File: config.mk
export PLATFORM = sky130hd
export DESIGN_NAME = bsm_queue
export DESIGN_NICKNAME = d
export VERILOG_FILES = /design/src/hdl/bsm_pkg.sv /design/src/hdl/bsm_queue.sv
export SDC_FILE = /design/constraint.sdc
export NUM_CORES = 1
export LEC_CHECK = 0
export BUFFER_PORTS_ARGS = -buffer_cell sky130_fd_sc_hd__buf_2
export CORE_AREA = 3 3 195 197
export DETAILED_ROUTE_END_ITERATION = 10
export DIE_AREA = 0 0 198 200
export PLACE_DENSITY = 0.83
export SKIP_CTS_REPAIR_TIMING = 1
export SYNTH_ARGS = -nofsm -noshare
export SYNTH_HDL_FRONTEND = slang
export SYNTH_SLANG_ARGS = --single-unit
File: constraint.sdc
create_clock -name clk -period 14.15 [get_ports clk]
set_input_delay 0.7075 -clock clk [delete_from_list [all_inputs] [get_ports clk]]
set_output_delay 0.7075 -clock clk [all_outputs]
set_load 0.005 [all_outputs]
File: src/hdl/bsm_pkg.sv
`default_nettype none

package bsm_pkg;

  // fixed widths of the channel fields and the size register
  localparam int PIX_W            = 16;
  localparam int FS_W             = 11;
  localparam int FRAME_SIZE_RESET = 32;

  // queue between front and back
  localparam int Q_DEPTH = 4;
  localparam int Q_PTR_W = 2;
  localparam int Q_CNT_W = 3;

  // per-request classification made by the front
  typedef struct packed {
    logic emit;       // request produces a result
    logic rlo;        // window row above the center lies in the image
    logic rhi;        // window row below the center lies in the image
    logic clo;        // window column left of the center lies in the image
    logic chi;        // window column right of the center lies in the image
    logic frame_end;  // last result of the frame
  } ctl_t;

endpackage

`default_nettype wire

File: src/hdl/bsm_queue.sv
`default_nettype none

module bsm_queue #(
  parameter int WIDTH = 150
) (
  input  wire logic                        clk,
  input  wire logic                        rst_n,
  input  wire logic                        push,
  input  wire logic [WIDTH-1:0]            push_data,
  input  wire logic                        pop,
  output logic      [WIDTH-1:0]            head_data,
  output logic                             nonempty,
  output logic      [bsm_pkg::Q_CNT_W-1:0] count
);
  import bsm_pkg::*;

  logic [WIDTH-1:0]   slot_r [Q_DEPTH];
  logic [Q_PTR_W-1:0] wr_ptr_r;
  logic [Q_PTR_W-1:0] rd_ptr_r;
  logic [Q_CNT_W-1:0] count_r, count_nxt;

  always_comb begin
    count_nxt = count_r;
    if (push && !pop) begin
      count_nxt = count_r + Q_CNT_W'(1);
    end else if (pop && !push) begin
      count_nxt = count_r - Q_CNT_W'(1);
    end
  end

  always_ff @(posedge clk) begin
    if (!rst_n) begin
      wr_ptr_r <= '0;
      rd_ptr_r <= '0;
      count_r  <= '0;
    end else begin
      if (push) begin
        wr_ptr_r <= wr_ptr_r + Q_PTR_W'(1);
      end
      if (pop) begin
        rd_ptr_r <= rd_ptr_r + Q_PTR_W'(1);
      end
      count_r <= count_nxt;
    end
  end

  always_ff @(posedge clk) begin
    if (push) begin
      slot_r[wr_ptr_r] <= push_data;
    end
  end

  assign head_data = slot_r[rd_ptr_r];
  assign nonempty  = (count_r != '0);
  assign count     = count_r;

  a_no_overflow: assert property (@(posedge clk) disable iff (!rst_n)
    (push && !pop) |-> (int'(count_r) < Q_DEPTH))
    else $error("queue overflow");

  a_no_underflow: assert property (@(posedge clk) disable iff (!rst_n)
    pop |-> (count_r != '0))
    else $error("queue underflow");

  a_count_step: assert property (@(posedge clk) disable iff (!rst_n)
    (push && pop) |=> $stable(count_r))
    else $error("queue count moved on push with pop");

endmodule

`default_nettype wire

==> flow_metrics.py, run 1 <==
metrics = {
    "outcome": {
        "status": "completed",
    },
    "worst_hold_path": {
        "hp-start": "push_data[16]",
        "hp-class": "primary input to register",
    },
    "clock_network": {
        "cts-root-buf": "clkbuf_16",
        "htreeDepth": 2,
        "clkSlewWorstSetupHoldPaths_ns": 0.06,
        "tritoncts": "yes",
        "numCtsBuffers": 55,
        "cts.sinks": 609,
        "clk_path_buf_depth": 3,
        "clock_latency_ns": 0.59,
    },
    "route": {
        "wirelength_mm": 42.5,
        "drt-vias-per-instance": 5.93,
        "postRouteAntennaNets": 0,
        "dr.first_iter.drc_count": 655,
        "drt_first_pass_iters": 5,
        "via_count": 9992,
        "wl_per_cell_um": 25.2,
        "drcViolationCount": 0,
    },
    "sta": {
        "hold_violations": 0,
        "clock.fmax_mhz": 233,
        "fin_ws_ns": 9.86,
        "setup_viol_count_final": 0,
        "setup_tns_ns": 0,
        "relSlewSlack_pct": 22.9,
        "min_period_over_period_pct": 30.3,
        "rsz0062_at_grt": "no",
        "period_minus_slack_ns": 4.29,
        "hold_slack_ns": 0.329,
        "finalMaxSlewViolations": 0,
        "worstMarginPinSlew_ns": 1.16,
        "clock_skew_ns": 0.0135,
    },
    "setup_path": {
        "required_ns": 13.44,
        "startpoint_type": "register",
        "cp_max_fo": 47,
        "arrival_ns": 3.58,
        "crit_path_frequent_cell": "buf_4",
        "critical-path-slowest-cell": "buf_4",
        "timing.rr.start": "wr_ptr_r[0]",
        "endpoint_kind": "output port",
        "cpPeakStageDelay_ns": 0.80,
        "path_cells": "buf_4 > buf_4 > mux4_2 > buf_2",
        "path_class": "register to output port",
    },
    "logic_synthesis": {
        "ys_seq_area_share_pct": 82.5,
        "syn_area_mm2": 0.0221,
        "ys_warn_count": 0,
        "postSynthAreaPerCell_um2": 26.7,
        "ys_ff_latch": 609,
        "ys_types": 18,
        "synthCells": 826,
        "syn-num-nets": 986,
        "synthFlopType": "edfxtp_1",
        "synth_edf_count": 600,
        "synthArstFlopShare_pct": 0,
    },
    "place": {
        "hpwl_mm": 25.0,
        "place.gp.congestion": 0.748,
        "place_ws_ns": 10.30,
        "portBuffers": 307,
    },
    "job": {
        "cap_violations": 0,
    },
    "pwr": {
        "powerDensity_mw_per_mm2": 150,
        "leakage_nw": 8.68,
        "total_power_w": 0.00388,
        "irDropWorstVdd_uv": 124,
    },
    "floorplan": {
        "die_height_um": 200,
        "die_area_mm2": 0.0396,
        "start_util_pct": 60.6,
        "row_count": 70,
        "io_pins": 308,
        "dieWidth_um": 198,
        "core-area_mm2": 0.0364,
    },
    "global_route": {
        "grt_overflow": 0,
        "grt_pass1_wl_mm": 63.0,
        "first_global_vias": 10500,
        "antenna_found_initial": 9,
        "grt_util_all_layers_pct": 21.4,
        "grt_max_degree": 79,
    },
    "cells_and_area": {
        "multi_input_area_mm2": 0.00363,
        "nFillCells": 2066,
        "layout.nets": 1329,
        "register_area_mm2": 0.0182,
        "drive_above_1_share_pct": 45.4,
        "syn2layout_area_growth_pct": 17.1,
    },
}
metrics by stage:
stage / util, % / std cells / area (um2)
after floorplan: - / 826 / 22100
after global placement: 66.1 / 1580 / 24100
after detailed placement: 66.1 / 1580 / 24100
after CTS: 70.9 / 1681 / 25800
after global routing: 70.9 / 1681 / 25800
final: 70.9 / 1685 / 25800
synthesized netlist by cell type (3+ instances only):
cell      instances  share of area [%]
and2_1            9               0.26
buf_2            17               0.39
buf_6            11               0.56
clkbuf_1          6               0.10
dfxtp_1           9               0.82
edfxtp_1        600                 82
ha_1              5               0.28
inv_1             4              0.068
mux4_2          150                 15
xor2_1            3               0.12
cell families (layout without fill, tap and decap cells):
kind of cell | Yosys count | in the layout | share of synthesized area (%)
adder cells (fa/ha/maj) | 6 | 6 | 0.374
AO/OA/AOI/OAI | 2 | 2 | 0.0567
XOR/XNOR | 5 | 5 | 0.198
multiplexers | 152 | 152 | 15.4
flip-flops | 609 | 609 | 82.5
buffers and inverters | 38 | 425 | 1.12
AND/OR/NAND/NOR | 14 | 14 | 0.386
other | 0 | 4 | 0
cells in the final DEF, fill, tap and decap left out, types with 3 or more instances in the layout:
master,n
ha_1,5
xor2_1,3
clkinv_1,14
edfxtp_1,600
mux4_2,150
and2_1,5
bufinv_16,6
clkinv_2,9
buf_4,13
diode_2,4
buf_2,307
dfxtp_1,7
clkbuf_1,12
clkbuf_16,56
and2_4,4
inv_1,4
worst paths after layout:
check,end,slack (ns),cells past startpoint
worst min register to register,count[2],0.56,2
worst min-delay path,slot_r[2][16],0.33,1
worst max-delay path,head_data[87],9.86,4
worst max register to register,slot_r[3][13],10.95,4
where the power goes:
part           switching, W  internal, W
Clock              0.000602     0.000833
Combinational      0.000179     0.000165
Sequential        0.0000263      0.00207
Total              0.000807      0.00307
layout make-up:
cell class | instances | area share (%)
timing repair buffer | 320 | 6.32
clock buffer | 68 | 5.60
antenna | 4 | 0.0387
multi-input combinational | 179 | 14.1
sequential | 609 | 70.4
inverter | 4 | 0.0581
clock inverter | 33 | 1.23
tap | 468 | 2.27
layer usage:
metal  vias to the layer above  global-route usage, %  part of all wire, %
met2                       397                   35.8                   51
li1                       4266                      -                    -
met1                      5238                   27.7                   37
met4                        14                   6.68                  2.4
met3                        77                   6.61                  8.9
met5                         -                      0                 0.19
critical path, delay by kind of cell (launching register included):
kind	cells	cell delay, ns
buf+inv	3	1.57
flops	1	0.71
mux	1	0.64
sequential cells by signal, indices dropped and copies added, names as in the netlist, named ones only:
| register | cells |
|---|---|
| count | 3 |
| slot_r | 600 |
| wr_ptr_r | 2 |
| rd_ptr_r | 2 |
(Power assumes the default switching activity.)
==> inputs of run 2 (changes only) <==
--- a/config.mk
+++ b/config.mk
@@ -6,10 +6,10 @@
 export NUM_CORES = 1
 export LEC_CHECK = 0
 export BUFFER_PORTS_ARGS = -buffer_cell sky130_fd_sc_hd__buf_2
-export CORE_AREA = 3 3 195 197
+export CORE_AREA = 3 3 201 203
 export DETAILED_ROUTE_END_ITERATION = 10
-export DIE_AREA = 0 0 198 200
-export PLACE_DENSITY = 0.83
+export DIE_AREA = 0 0 204 206
+export PLACE_DENSITY = 0.79
 export SKIP_CTS_REPAIR_TIMING = 1
 export SYNTH_ARGS = -nofsm -noshare
 export SYNTH_HDL_FRONTEND = slang
==> constraint.sdc (replaced) <==
create_clock -name clk -period 4.4 [get_ports clk]
set_input_delay 0.22 -clock clk [delete_from_list [all_inputs] [get_ports clk]]
set_output_delay 0.22 -clock clk [all_outputs]
set_load 0.005 [all_outputs]
==> run 2 against run 1 <==
Clock skew is 0.0021 ns lower; register-to-register slack worse by 8.7 ns; final cell count is 12% higher; combinational power grew to 3.6 times the previous value; hold slack worse by 0.29 ns.
==> flow_metrics.py, run 2 (synthesis gave the netlist of run 1 again) <==
metrics = {
    "sta": {
        "min_period_over_period_pct": 66.2,
        "setup_tns_ns": 0,
        "clock_skew_ns": 0.0113,
        "rsz0062_at_grt": "no",
        "period_minus_slack_ns": 2.91,
        "hold_slack_ns": 0.0379,
        "setup_viol_count_final": 0,
        "clock.fmax_mhz": 343,
        "finalMaxSlewViolations": 0,
        "hold_violations": 0,
        "worstMarginPinSlew_ns": 1.04,
        "relSlewSlack_pct": 30.6,
    },
    "pwr": {
        "leakage_nw": 9.35,
        "powerDensity_mw_per_mm2": 461,
        "irDropWorstVdd_uv": 410,
    },
    "cells_and_area": {
        "largest_reg_flops": 600,
        "nFillCells": 2175,
        "syn2layout_area_growth_pct": 24.8,
        "top_register": "slot_r",
        "layout.cells.most_common": "edfxtp_1",
        "final_cell_mix": "600 x edfxtp_1, 307 x buf_2, 151 x dlygate4sd3_1",
        "register_area_mm2": 0.0182,
        "utilization_pct": 71.3,
        "fin_area_mm2": 0.0275,
        "instances_no_fill": 1889,
        "multi_input_area_mm2": 0.00363,
        "layout.nets": 1484,
        "drive_above_1_share_pct": 40.3,
    },
    "place": {
        "place.gp.congestion": 0.725,
        "place_inst": 1631,
        "hpwl_mm": 24.7,
        "place_area_mm2": 0.0242,
        "portBuffers": 307,
    },
    "worst_hold_path": {
        "hp-class": "primary input to register",
    },
    "route": {
        "drt_first_pass_iters": 5,
        "wl_per_cell_um": 24.1,
        "drt-vias-per-instance": 5.63,
        "postRouteAntennaNets": 0,
        "wirelength_mm": 45.5,
        "via_count": 10600,
        "dr.first_iter.drc_count": 756,
        "drcViolationCount": 0,
    },
    "floorplan": {
        "start_util_pct": 57.1,
        "die_height_um": 206,
        "io_pins": 308,
        "dieWidth_um": 204,
        "die_area_mm2": 0.0420,
        "row_count": 72,
        "core-area_mm2": 0.0386,
    },
    "clock_network": {
        "numCtsBuffers": 58,
        "clock_latency_ns": 0.60,
        "clkSlewWorstSetupHoldPaths_ns": 0.06,
        "cts.sinks": 609,
        "htreeDepth": 2,
        "cts-root-buf": "clkbuf_16",
        "tritoncts": "yes",
        "clk_path_buf_depth": 3,
    },
    "setup_path": {
        "path_cells": "buf_12 > mux4_2 > buf_2",
        "arrival_ns": 2.69,
        "critical_path.top_delay_family": "flip-flops",
        "cp_num_buf_inv": 2,
        "critical-path-slowest-cell": "dfxtp_4",
        "required_ns": 4.18,
        "cp_max_fo": 72,
        "cpPeakStageDelay_ns": 0.72,
        "path_class": "register to output port",
        "startpoint_type": "register",
        "endpoint_kind": "output port",
    },
    "global_route": {
        "grt_overflow": 0,
        "grt_max_degree": 151,
        "antenna_found_initial": 2,
        "first_global_vias": 10600,
        "grt_pass1_wl_mm": 64.0,
        "grt_util_all_layers_pct": 20.4,
    },
    "outcome": {
        "status": "completed",
    },
    "job": {
        "cap_violations": 0,
    },
}
run 2: cell types whose count changed in the layout (fill, tap and decap cells not counted), moves of 2 or more:
cell,previous run,this run
clkbuf_1,12,21
buf_4,13,7
bufinv_16,6,3
dlygate4sd3_1,0,151
clkbuf_16,56,61
clkinv_1,14,9
buf_12,0,7
diode_2,4,2
run 2: per-stage QoR:
step | setup slack [ns] | total power, W
floorplan | 1.58 | 0.00748
global placement | 2.05 | 0.00796
detailed placement | 2.05 | 0.00800
CTS | 1.39 | 0.0127
global route | 1.27 | 0.0131
finish | 1.49 | 0.0127
run 2: area by class of cell:
class                      instances  area share, %
antenna                            2         0.0182
clock buffer                      82           5.83
clock inverter                    23          0.686
inverter                           4         0.0545
multi-input combinational        179           13.2
sequential                       609           66.1
tap                              518           2.35
timing repair buffer             472           11.8
run 2: final timing paths:
kind / start / slack (ns) / end / cells past startpoint
worst max-delay path: register / 1.49 / head_data[41] / 3
worst min-delay path: pop / 0.04 / register / 3
worst max register to register: wr_ptr_r[0] / 2.23 / slot_r[3][47] / 3
worst min register to register: count[2] / 0.56 / count[2] / 2
run 2: per-layer routing:
layer / global-route usage [%] / vias up / part of all wire (%)
met2: 32.6 / 466 / 52
met1: 28.0 / 5510 / 38
met4: 6.78 / 0 / 2.5
met3: 5.39 / 78 / 7.6
met5: 0 / - / 0
li1: - / 4572 / -
run 2: report_power, final:
part	leakage (nW)	switching [W]	internal, W
logic	2.89	0.000601	0.000629
clock network	0.873	0.00198	0.00270
registers	5.59	0.0000966	0.00667
run 2: worst reg2reg max path: stages (launching register included):
cell and delay, ns:
dfxtp_1 0.40, ha_1 0.18, and2_4 0.52, buf_4 0.65
