===== config.mk =====
export PLATFORM = sky130hd
export DESIGN_NAME = bsm_back_flat
export DESIGN_NICKNAME = d
export VERILOG_FILES = /design/src/hdl/bsm_pkg.sv /design/src/hdl/bsm_ifs.sv /design/src/hdl/bsm_back.sv /design/src/flat_wrapper.sv
export SDC_FILE = /design/constraint.sdc
export NUM_CORES = 2
export LEC_CHECK = 0
export BUFFER_PORTS_ARGS = -buffer_cell sky130_fd_sc_hd__buf_2
export CORE_MARGIN = 10
export CORE_UTILIZATION = 45
export DETAILED_ROUTE_END_ITERATION = 6
export PLACE_DENSITY_LB_ADDON = 0.08
export SYNTH_ARGS = -nofsm -noshare
export SYNTH_HDL_FRONTEND = slang
export SYNTH_SLANG_ARGS = --single-unit

===== constraint.sdc =====
create_clock -name clk -period 17.13 [get_ports clk]
set_input_delay 0.8565 -clock clk [delete_from_list [all_inputs] [get_ports clk]]
set_output_delay 0.8565 -clock clk [all_outputs]
set_load 0.02 [all_outputs]

===== src/hdl/bsm_pkg.sv =====
`default_nettype none

package bsm_pkg;

  // fixed widths of the channel fields and the size register
  localparam int PIX_W            = 16;
  localparam int FS_W             = 11;
  localparam int FRAME_SIZE_RESET = 32;

  // queue between front and back
  localparam int Q_DEPTH = 4;
  localparam int Q_PTR_W = 2;
  localparam int Q_CNT_W = 3;

  // per-request classification made by the front
  typedef struct packed {
    logic emit;       // request produces a result
    logic rlo;        // window row above the center lies in the image
    logic rhi;        // window row below the center lies in the image
    logic clo;        // window column left of the center lies in the image
    logic chi;        // window column right of the center lies in the image
    logic frame_end;  // last result of the frame
  } ctl_t;

endpackage

`default_nettype wire


===== src/hdl/bsm_ifs.sv =====
`default_nettype none


interface bsm_out_if;
  import bsm_pkg::*;

  logic             valid;
  logic             ready;
  logic [PIX_W-1:0] out_red;
  logic [PIX_W-1:0] out_green;
  logic [PIX_W-1:0] out_blue;
  logic             frame_end;

  modport source (output valid, output out_red, output out_green, output out_blue,
                  output frame_end, input ready);
  modport sink   (input valid, input out_red, input out_green, input out_blue,
                  input frame_end, output ready);
endinterface

`default_nettype wire


===== src/hdl/bsm_back.sv =====
`default_nettype none

module bsm_back #(
  parameter int COLOR_BITS = 16
) (
  input  wire logic                    clk,
  input  wire logic                    rst_n,
  input  wire bsm_pkg::ctl_t           head_ctl,
  input  wire logic [3*COLOR_BITS-1:0] head_upper,
  input  wire logic [3*COLOR_BITS-1:0] head_middle,
  input  wire logic [3*COLOR_BITS-1:0] head_lower,
  input  wire logic                    q_nonempty,
  output logic                         pop,
  bsm_out_if.source                    out_px
);
  import bsm_pkg::*;

  localparam int PXW         = 3*COLOR_BITS;
  localparam int CSW         = COLOR_BITS + 2;   // sum of three colors
  localparam int TW          = COLOR_BITS + 4;   // sum of nine colors
  localparam int RECIP_W     = 25;
  localparam int RECIP_SHIFT = 24;
  localparam int PW          = TW + RECIP_W;
  localparam int TOT_MAX     = 9 * ((1 << COLOR_BITS) - 1);

  // ceil(2^24 / d): exact truncated quotient for any nine-color sum
  localparam logic [RECIP_W-1:0] RECIP_DIV1 = 25'd16777216;
  localparam logic [RECIP_W-1:0] RECIP_DIV2 = 25'd8388608;
  localparam logic [RECIP_W-1:0] RECIP_DIV3 = 25'd5592406;
  localparam logic [RECIP_W-1:0] RECIP_DIV4 = 25'd4194304;
  localparam logic [RECIP_W-1:0] RECIP_DIV6 = 25'd2796203;
  localparam logic [RECIP_W-1:0] RECIP_DIV9 = 25'd1864136;

  logic               adv;

  logic [PXW-1:0]     win_r [3][3];   // [row: upper, middle, lower][column: old..new]
  logic               s0_v_r;
  ctl_t               s0_ctl_r;

  logic [CSW-1:0]     cs_nxt [3][3];  // [color][column]
  logic [CSW-1:0]     cs_r   [3][3];
  logic [RECIP_W-1:0] recip_nxt;
  logic [RECIP_W-1:0] recip_r;
  logic [1:0]         nrows;
  logic [1:0]         ncols;
  logic               s1_v_r;
  ctl_t               s1_ctl_r;

  logic [TW-1:0]      tot_nxt [3];
  logic [TW-1:0]      tot_r   [3];
  logic [RECIP_W-1:0] recip2_r;
  logic               s2_v_r;
  logic               s2_fend_r;

  logic [PW-1:0]      prod_r [3];
  logic               s3_v_r;
  logic               s3_fend_r;

  assign adv = !out_px.valid || out_px.ready;
  assign pop = adv && q_nonempty;

  // every request shifts the window, emitting or not
  always_ff @(posedge clk) begin
    if (pop) begin
      for (int r = 0; r < 3; r++) begin
        win_r[r][0] <= win_r[r][1];
        win_r[r][1] <= win_r[r][2];
      end
      win_r[0][2] <= head_upper;
      win_r[1][2] <= head_middle;
      win_r[2][2] <= head_lower;
    end
  end

  // column sums with rows outside the image dropped
  always_comb begin
    for (int k = 0; k < 3; k++) begin
      for (int j = 0; j < 3; j++) begin
        cs_nxt[k][j] =
            (s0_ctl_r.rlo ? CSW'(win_r[0][j][k*COLOR_BITS +: COLOR_BITS]) : '0)
          + CSW'(win_r[1][j][k*COLOR_BITS +: COLOR_BITS])
          + (s0_ctl_r.rhi ? CSW'(win_r[2][j][k*COLOR_BITS +: COLOR_BITS]) : '0);
      end
    end
  end

  always_comb begin
    nrows = 2'd1 + {1'b0, s0_ctl_r.rlo} + {1'b0, s0_ctl_r.rhi};
    ncols = 2'd1 + {1'b0, s0_ctl_r.clo} + {1'b0, s0_ctl_r.chi};
    case ({nrows, ncols})
      {2'd1, 2'd1}: recip_nxt = RECIP_DIV1;
      {2'd1, 2'd2}: recip_nxt = RECIP_DIV2;
      {2'd2, 2'd1}: recip_nxt = RECIP_DIV2;
      {2'd1, 2'd3}: recip_nxt = RECIP_DIV3;
      {2'd3, 2'd1}: recip_nxt = RECIP_DIV3;
      {2'd2, 2'd2}: recip_nxt = RECIP_DIV4;
      {2'd2, 2'd3}: recip_nxt = RECIP_DIV6;
      {2'd3, 2'd2}: recip_nxt = RECIP_DIV6;
      {2'd3, 2'd3}: recip_nxt = RECIP_DIV9;
      default:      recip_nxt = RECIP_DIV1;
    endcase
  end

  always_comb begin
    for (int k = 0; k < 3; k++) begin
      tot_nxt[k] = (s1_ctl_r.clo ? TW'(cs_r[k][0]) : '0)
                 + TW'(cs_r[k][1])
                 + (s1_ctl_r.chi ? TW'(cs_r[k][2]) : '0);
    end
  end

  always_ff @(posedge clk) begin
    if (!rst_n) begin
      s0_v_r       <= 1'b0;
      s1_v_r       <= 1'b0;
      s2_v_r       <= 1'b0;
      s3_v_r       <= 1'b0;
      out_px.valid <= 1'b0;
    end else if (adv) begin
      s0_v_r       <= pop && head_ctl.emit;
      s1_v_r       <= s0_v_r;
      s2_v_r       <= s1_v_r;
      s3_v_r       <= s2_v_r;
      out_px.valid <= s3_v_r;
    end
  end

  always_ff @(posedge clk) begin
    if (adv) begin
      s0_ctl_r  <= head_ctl;
      cs_r      <= cs_nxt;
      recip_r   <= recip_nxt;
      s1_ctl_r  <= s0_ctl_r;
      tot_r     <= tot_nxt;
      recip2_r  <= recip_r;
      s2_fend_r <= s1_ctl_r.frame_end;
      for (int k = 0; k < 3; k++) begin
        prod_r[k] <= PW'(tot_r[k]) * PW'(recip2_r);
      end
      s3_fend_r        <= s2_fend_r;
      out_px.out_red   <= PIX_W'(prod_r[0][RECIP_SHIFT +: COLOR_BITS]);
      out_px.out_green <= PIX_W'(prod_r[1][RECIP_SHIFT +: COLOR_BITS]);
      out_px.out_blue  <= PIX_W'(prod_r[2][RECIP_SHIFT +: COLOR_BITS]);
      out_px.frame_end <= s3_fend_r;
    end
  end

  a_total_range: assert property (@(posedge clk) disable iff (!rst_n)
    s2_v_r |-> (int'(tot_r[0]) <= TOT_MAX) && (int'(tot_r[1]) <= TOT_MAX)
               && (int'(tot_r[2]) <= TOT_MAX))
    else $error("window sum out of range");

  a_window_shift: assert property (@(posedge clk) disable iff (!rst_n)
    pop |=> (win_r[1][1] === $past(win_r[1][2])) && (win_r[1][2] === $past(head_middle)))
    else $error("window did not shift on pop");

  a_result_lands: assert property (@(posedge clk) disable iff (!rst_n)
    (s3_v_r && adv) |=> out_px.valid)
    else $error("finished result lost before the output register");

endmodule

`default_nettype wire


===== src/flat_wrapper.sv =====
// flat-port wrapper written by rule: the top's interface ports become plain ports
module bsm_back_flat import bsm_pkg::*;
#(
  parameter int COLOR_BITS = 16
)
  (clk, rst_n, head_ctl, head_upper, head_middle, head_lower, q_nonempty, pop, out_px_valid, out_px_out_red, out_px_out_green, out_px_out_blue, out_px_frame_end, out_px_ready);
  bsm_out_if out_px_i ();
  input  wire logic clk;
  input  wire logic rst_n;
  input  wire bsm_pkg::ctl_t head_ctl;
  input  wire logic [3*COLOR_BITS-1:0] head_upper;
  input  wire logic [3*COLOR_BITS-1:0] head_middle;
  input  wire logic [3*COLOR_BITS-1:0] head_lower;
  input  wire logic q_nonempty;
  output logic pop;
  output wire logic [$bits(out_px_i.valid)-1:0] out_px_valid;
  output wire logic [$bits(out_px_i.out_red)-1:0] out_px_out_red;
  output wire logic [$bits(out_px_i.out_green)-1:0] out_px_out_green;
  output wire logic [$bits(out_px_i.out_blue)-1:0] out_px_out_blue;
  output wire logic [$bits(out_px_i.frame_end)-1:0] out_px_frame_end;
  input wire logic [$bits(out_px_i.ready)-1:0] out_px_ready;
  assign out_px_valid = out_px_i.valid;
  assign out_px_out_red = out_px_i.out_red;
  assign out_px_out_green = out_px_i.out_green;
  assign out_px_out_blue = out_px_i.out_blue;
  assign out_px_frame_end = out_px_i.frame_end;
  assign out_px_i.ready = out_px_ready;
  bsm_back #(.COLOR_BITS(COLOR_BITS)) u_core (.clk(clk), .rst_n(rst_n), .head_ctl(head_ctl), .head_upper(head_upper), .head_middle(head_middle), .head_lower(head_lower), .q_nonempty(q_nonempty), .pop(pop), .out_px(out_px_i));
endmodule

==> metrics.md <==
| Metric | Value |
|---|---|
| Beginning of the critical path | u_core.recip2_r[21]$_DFFE_PN_ |
| Path category of the worst min-delay check | input port to flop |
| Synthesis warning total | 0 |
| Detailed-placement wirelength estimate | about 140,000 um |
| Global-route wire length before repair | ~260,000 um |
| Count of non-filler cells in the finished layout | 8,885 |
| Unique masters post-synth | 62 |
| Clk_skew | 49.55 ps |
| Number of instances in the synthesized netlist | 6,518 |
| Headroom to the max-slew limit | 0.2936 |
| Number of failing setup endpoints in the final timing report | 0 |
| Number of top-level pins | around 200 |
| Total Routed Length | 167,400 um |
| Starting DRT DRC Count | 2,231 |
| Fin crit share | 0.4725 |
| Achievable frequency | 123.5 MHz |
| H-tree level count | 3 |
| Fraction of the yosys area taken by sequential cells | 0.3256 |
| Routed wl met3 | 7559 um |
| Number of synthesized flops with an enable pin | around 780 |
| IO buf count | 204 |
| Number of placement rows | 146 |
| Clock tree from TritonCTS | done |
| Gr ovfl total | 0 |
| Fin area | 78,390 sq um |
| Highest routed metal layer | met4 |
| Met2 wire len | 75,510 um |
| Post-Syn Nets | 8,371 |
| Clock-pin slew on the worst setup and hold paths | approximately 60 ps |
| Clock latency on the worst-skew pair | 700 ps |
| CTS Root Cell | clkbuf_16 |
| Min Tclk post-route | 8095 ps |
| Area of the mapped netlist | 71,960 sq um |
| Cell area reported after detailed placement | 75,420 sq um |
| Required time of the critical path | 17,550 ps |
| Buffers inserted during post-CTS setup optimization | 0 |
| Inserted Clock Buffers | around 90 |
| Synth Area per Inst | roughly 11 sq um |
| Number of synthesized register bits | ~780 |
| Vertical die dimension | 419.9 um |
| Die span in x | 419.9 um |
| Main synth FF type | edfxtp_1 |
| Capture point of the critical path | u_core.prod_r[0][129]$_DFFE_PN_ |
| Vias per Instance | between 4 and 5 |
| Worst-margin pin slew | 1060 ps |
| Worst Setup Start Kind | flop |
| Proportion of layout cells with a drive suffix above 1 | 0.05653 |
| Net count of the finished layout | 8,592 |
| Number of cells upsized or downsized after cts | 0 |
| GRT Overall Usage | 0.1935 |
| Initial standard-cell utilization of the core | 0.4533 |
| Result of the run | finished, final reports clean |
| Via Count | 42,980 |
| Unrepaired setup endpoints after global routing | no |
| Number of sinks on the clock net | 782 |
| Number of nets still failing antenna checks after routing | 0 |
| CTS max path bufs | 3 |
| Number of global-route vias before repair | between 40,000 and 50,000 |
| Critical register-to-register path startpoint | u_core.recip2_r[21]$_DFFE_PN_ |
| Hold violation total from the final report | 0 |
| Number of max-cap violations | 0 |
| Detailed-route DRC error count | 0 |
| Initial antenna violation count | 2 |
| Count of pins over their slew limit | 0 |
| Slack of the worst reg-to-reg path | 9040 ps |
| DRT met1 WL | 81,480 um |
| Worst Path Arrival | 8510 ps |
| Pin count of the biggest net entering global routing | 112 |
| Layout overhead on the synthesized area | 8.935% |
| CTS hold repair buffers | 0 |
| Drt first pass iters | 5 |
| Depth of the worst register-to-register path | 26 |
| Asr flop ratio synth | 0 |
| Area of the placeable core | 158,700 sq um |
| Placer Congestion | 0.9440 |
| Crit-path max FO | 37 |
| Routed wirelength normalized by instance count | 18.84 um |
| Setup crit end kind | flop |
| Critical setup path kind | flop to flop |
| Total Die Area | around 180,000 sq um |
| Endpoint of the worst register-to-register path | u_core.prod_r[0][129]$_DFFE_PN_ |
| Placed cell count | 8,717 |
| Total Negative Setup Slacks | 0 ps |
[cells in the mapped netlist, types with 11 or more instances]
| cell | count | share of area |
|---|---|---|
| a21boi_0 | 23 | 0.0024 |
| a21o_1 | 71 | 0.0074 |
| a21oi_1 | 157 | 0.011 |
| a311oi_1 | 11 | 0.0013 |
| a31oi_1 | 13 | 0.0011 |
| and2_1 | 255 | 0.022 |
| and3_1 | 18 | 0.0016 |
| clkbuf_1 | 101 | 0.0053 |
| edfxtp_1 | 777 | 0.32 |
| fa_1 | 1093 | 0.30 |
| ha_1 | 606 | 0.11 |
| inv_1 | 1821 | 0.095 |
| nand2_1 | 681 | 0.036 |
| nand2b_1 | 14 | 0.0012 |
| nand3_1 | 64 | 0.0045 |
| nand4_1 | 11 | 0.00096 |
| nor2_1 | 159 | 0.0083 |
| nor2b_1 | 30 | 0.0026 |
| nor3_1 | 47 | 0.0033 |
| o2111ai_1 | 19 | 0.0023 |
| o21a_1 | 22 | 0.0023 |
| o21ai_0 | 101 | 0.0070 |
| o21bai_1 | 32 | 0.0033 |
| or3_1 | 15 | 0.0013 |
| xnor2_1 | 199 | 0.024 |
| xor2_1 | 67 | 0.0082 |
[registers in the layout, indices dropped and copies added (netlist names), 3 cells and up]
signal	flops
u_core.tot_r	60
u_core.s0_ctl_r	5
u_core.prod_r	48
out_px_out_green	16
u_core.s1_ctl_r	3
out_px_out_red	16
u_core.recip2_r	8
u_core.cs_r	162
out_px_out_blue	16
u_core.win_r	432
u_core.recip_r	8
[metal layers]
layer / global-route usage / up-vias
met2: 0.3071 / 764
met1: 0.2829 / 21472
met3: 0.02787 / 160
li1: - / 20584
met4: 0.04006 / 0
met5: 0 / -
[worst max-delay path, cell delays in order, from the launching register on]
cell       delay (ps)
edfxtp_1          310
buf_4             330
buf_4             530
nand2_1           280
fa_1              640
inv_1              80
fa_1              510
inv_1              60
fa_1              530
inv_1              80
fa_1              450
fa_1              400
fa_1              510
inv_1              60
fa_1              480
inv_1              40
ha_1              300
a21o_1            190
a21oi_1           190
o21a_1            160
nand4_1           100
o211a_4           300
and4_4            200
a2111oi_4         440
nor3_2            100
a2111oi_2         400
xnor2_1            90
[final cells by class]
type	instances	area (sq um)
multi-input cells	3808	41290
clock buffers	105	2351
fillers	14705	80350
clock inverters	60	614.3
diodes	3	7.507
inverters	1821	6843
well taps	2072	2592
flip-flops and latches	782	23430
repair buffers	234	1259
[cells by family after synthesis]
| logic type | after synthesis | synth area share |
|---|---|---|
| and+or+nand+nor | 1307 | 0.08278 |
| xor gates and xnor gates | 266 | 0.03238 |
| muxes | 1 | 0.0001391 |
| adders and majority gates | 1699 | 0.4094 |
| buffers and inverters | 1928 | 0.1006 |
| AOI/OAI and AO/OA | 535 | 0.04903 |
| DFF | 782 | 0.3256 |
[metrics by stage]
step | utilization | hold WS [ps] | worst slack (ps)
final | 0.4938 | 327.4 | 9035
after global routing | 0.4938 | 295.2 | 8663
after detailed placement | 0.4751 | 404.5 | 9034
after CTS | 0.4938 | 255.6 | 9021
after floorplan | - | 400.3 | 2909
after global placement | 0.4751 | 400.7 | 9112
[cell usage in the layout (no fill, tap or decap), types with 64 or more instances in the layout]
cell / instances
inv_1: 1820
fa_1: 1093
edfxtp_1: 777
nand2_1: 681
ha_1: 606
and2_1: 254
buf_2: 204
xnor2_1: 199
nor2_1: 159
a21oi_1: 157
o21ai_0: 101
clkbuf_16: 92
a21o_1: 71
xor2_1: 67
nand3_1: 64
[worst min-delay path by stage]
stage                                         start                        endpoint  slack, ps  cells after the start
finish                               head_middle[2]  u_core.win_r[0][146]$_DFFE_PP_        330                      1
detailed placement   u_core.prod_r[0][38]$_DFFE_PN_    out_px_out_red[14]$_DFFE_PN_        400                      0
floorplan           u_core.prod_r[0][114]$_DFFE_PN_    out_px_out_blue[0]$_DFFE_PN_        400                      0
global route                        head_middle[40]  u_core.win_r[0][184]$_DFFE_PP_        300                      1
global placement     u_core.prod_r[0][30]$_DFFE_PN_     out_px_out_red[6]$_DFFE_PN_        400                      0
CTS                                  head_middle[8]  u_core.win_r[0][152]$_DFFE_PP_        260                      1
Power is not shown: default switching activity piles up to over one toggle a cycle in this logic, so the estimate is an artifact.
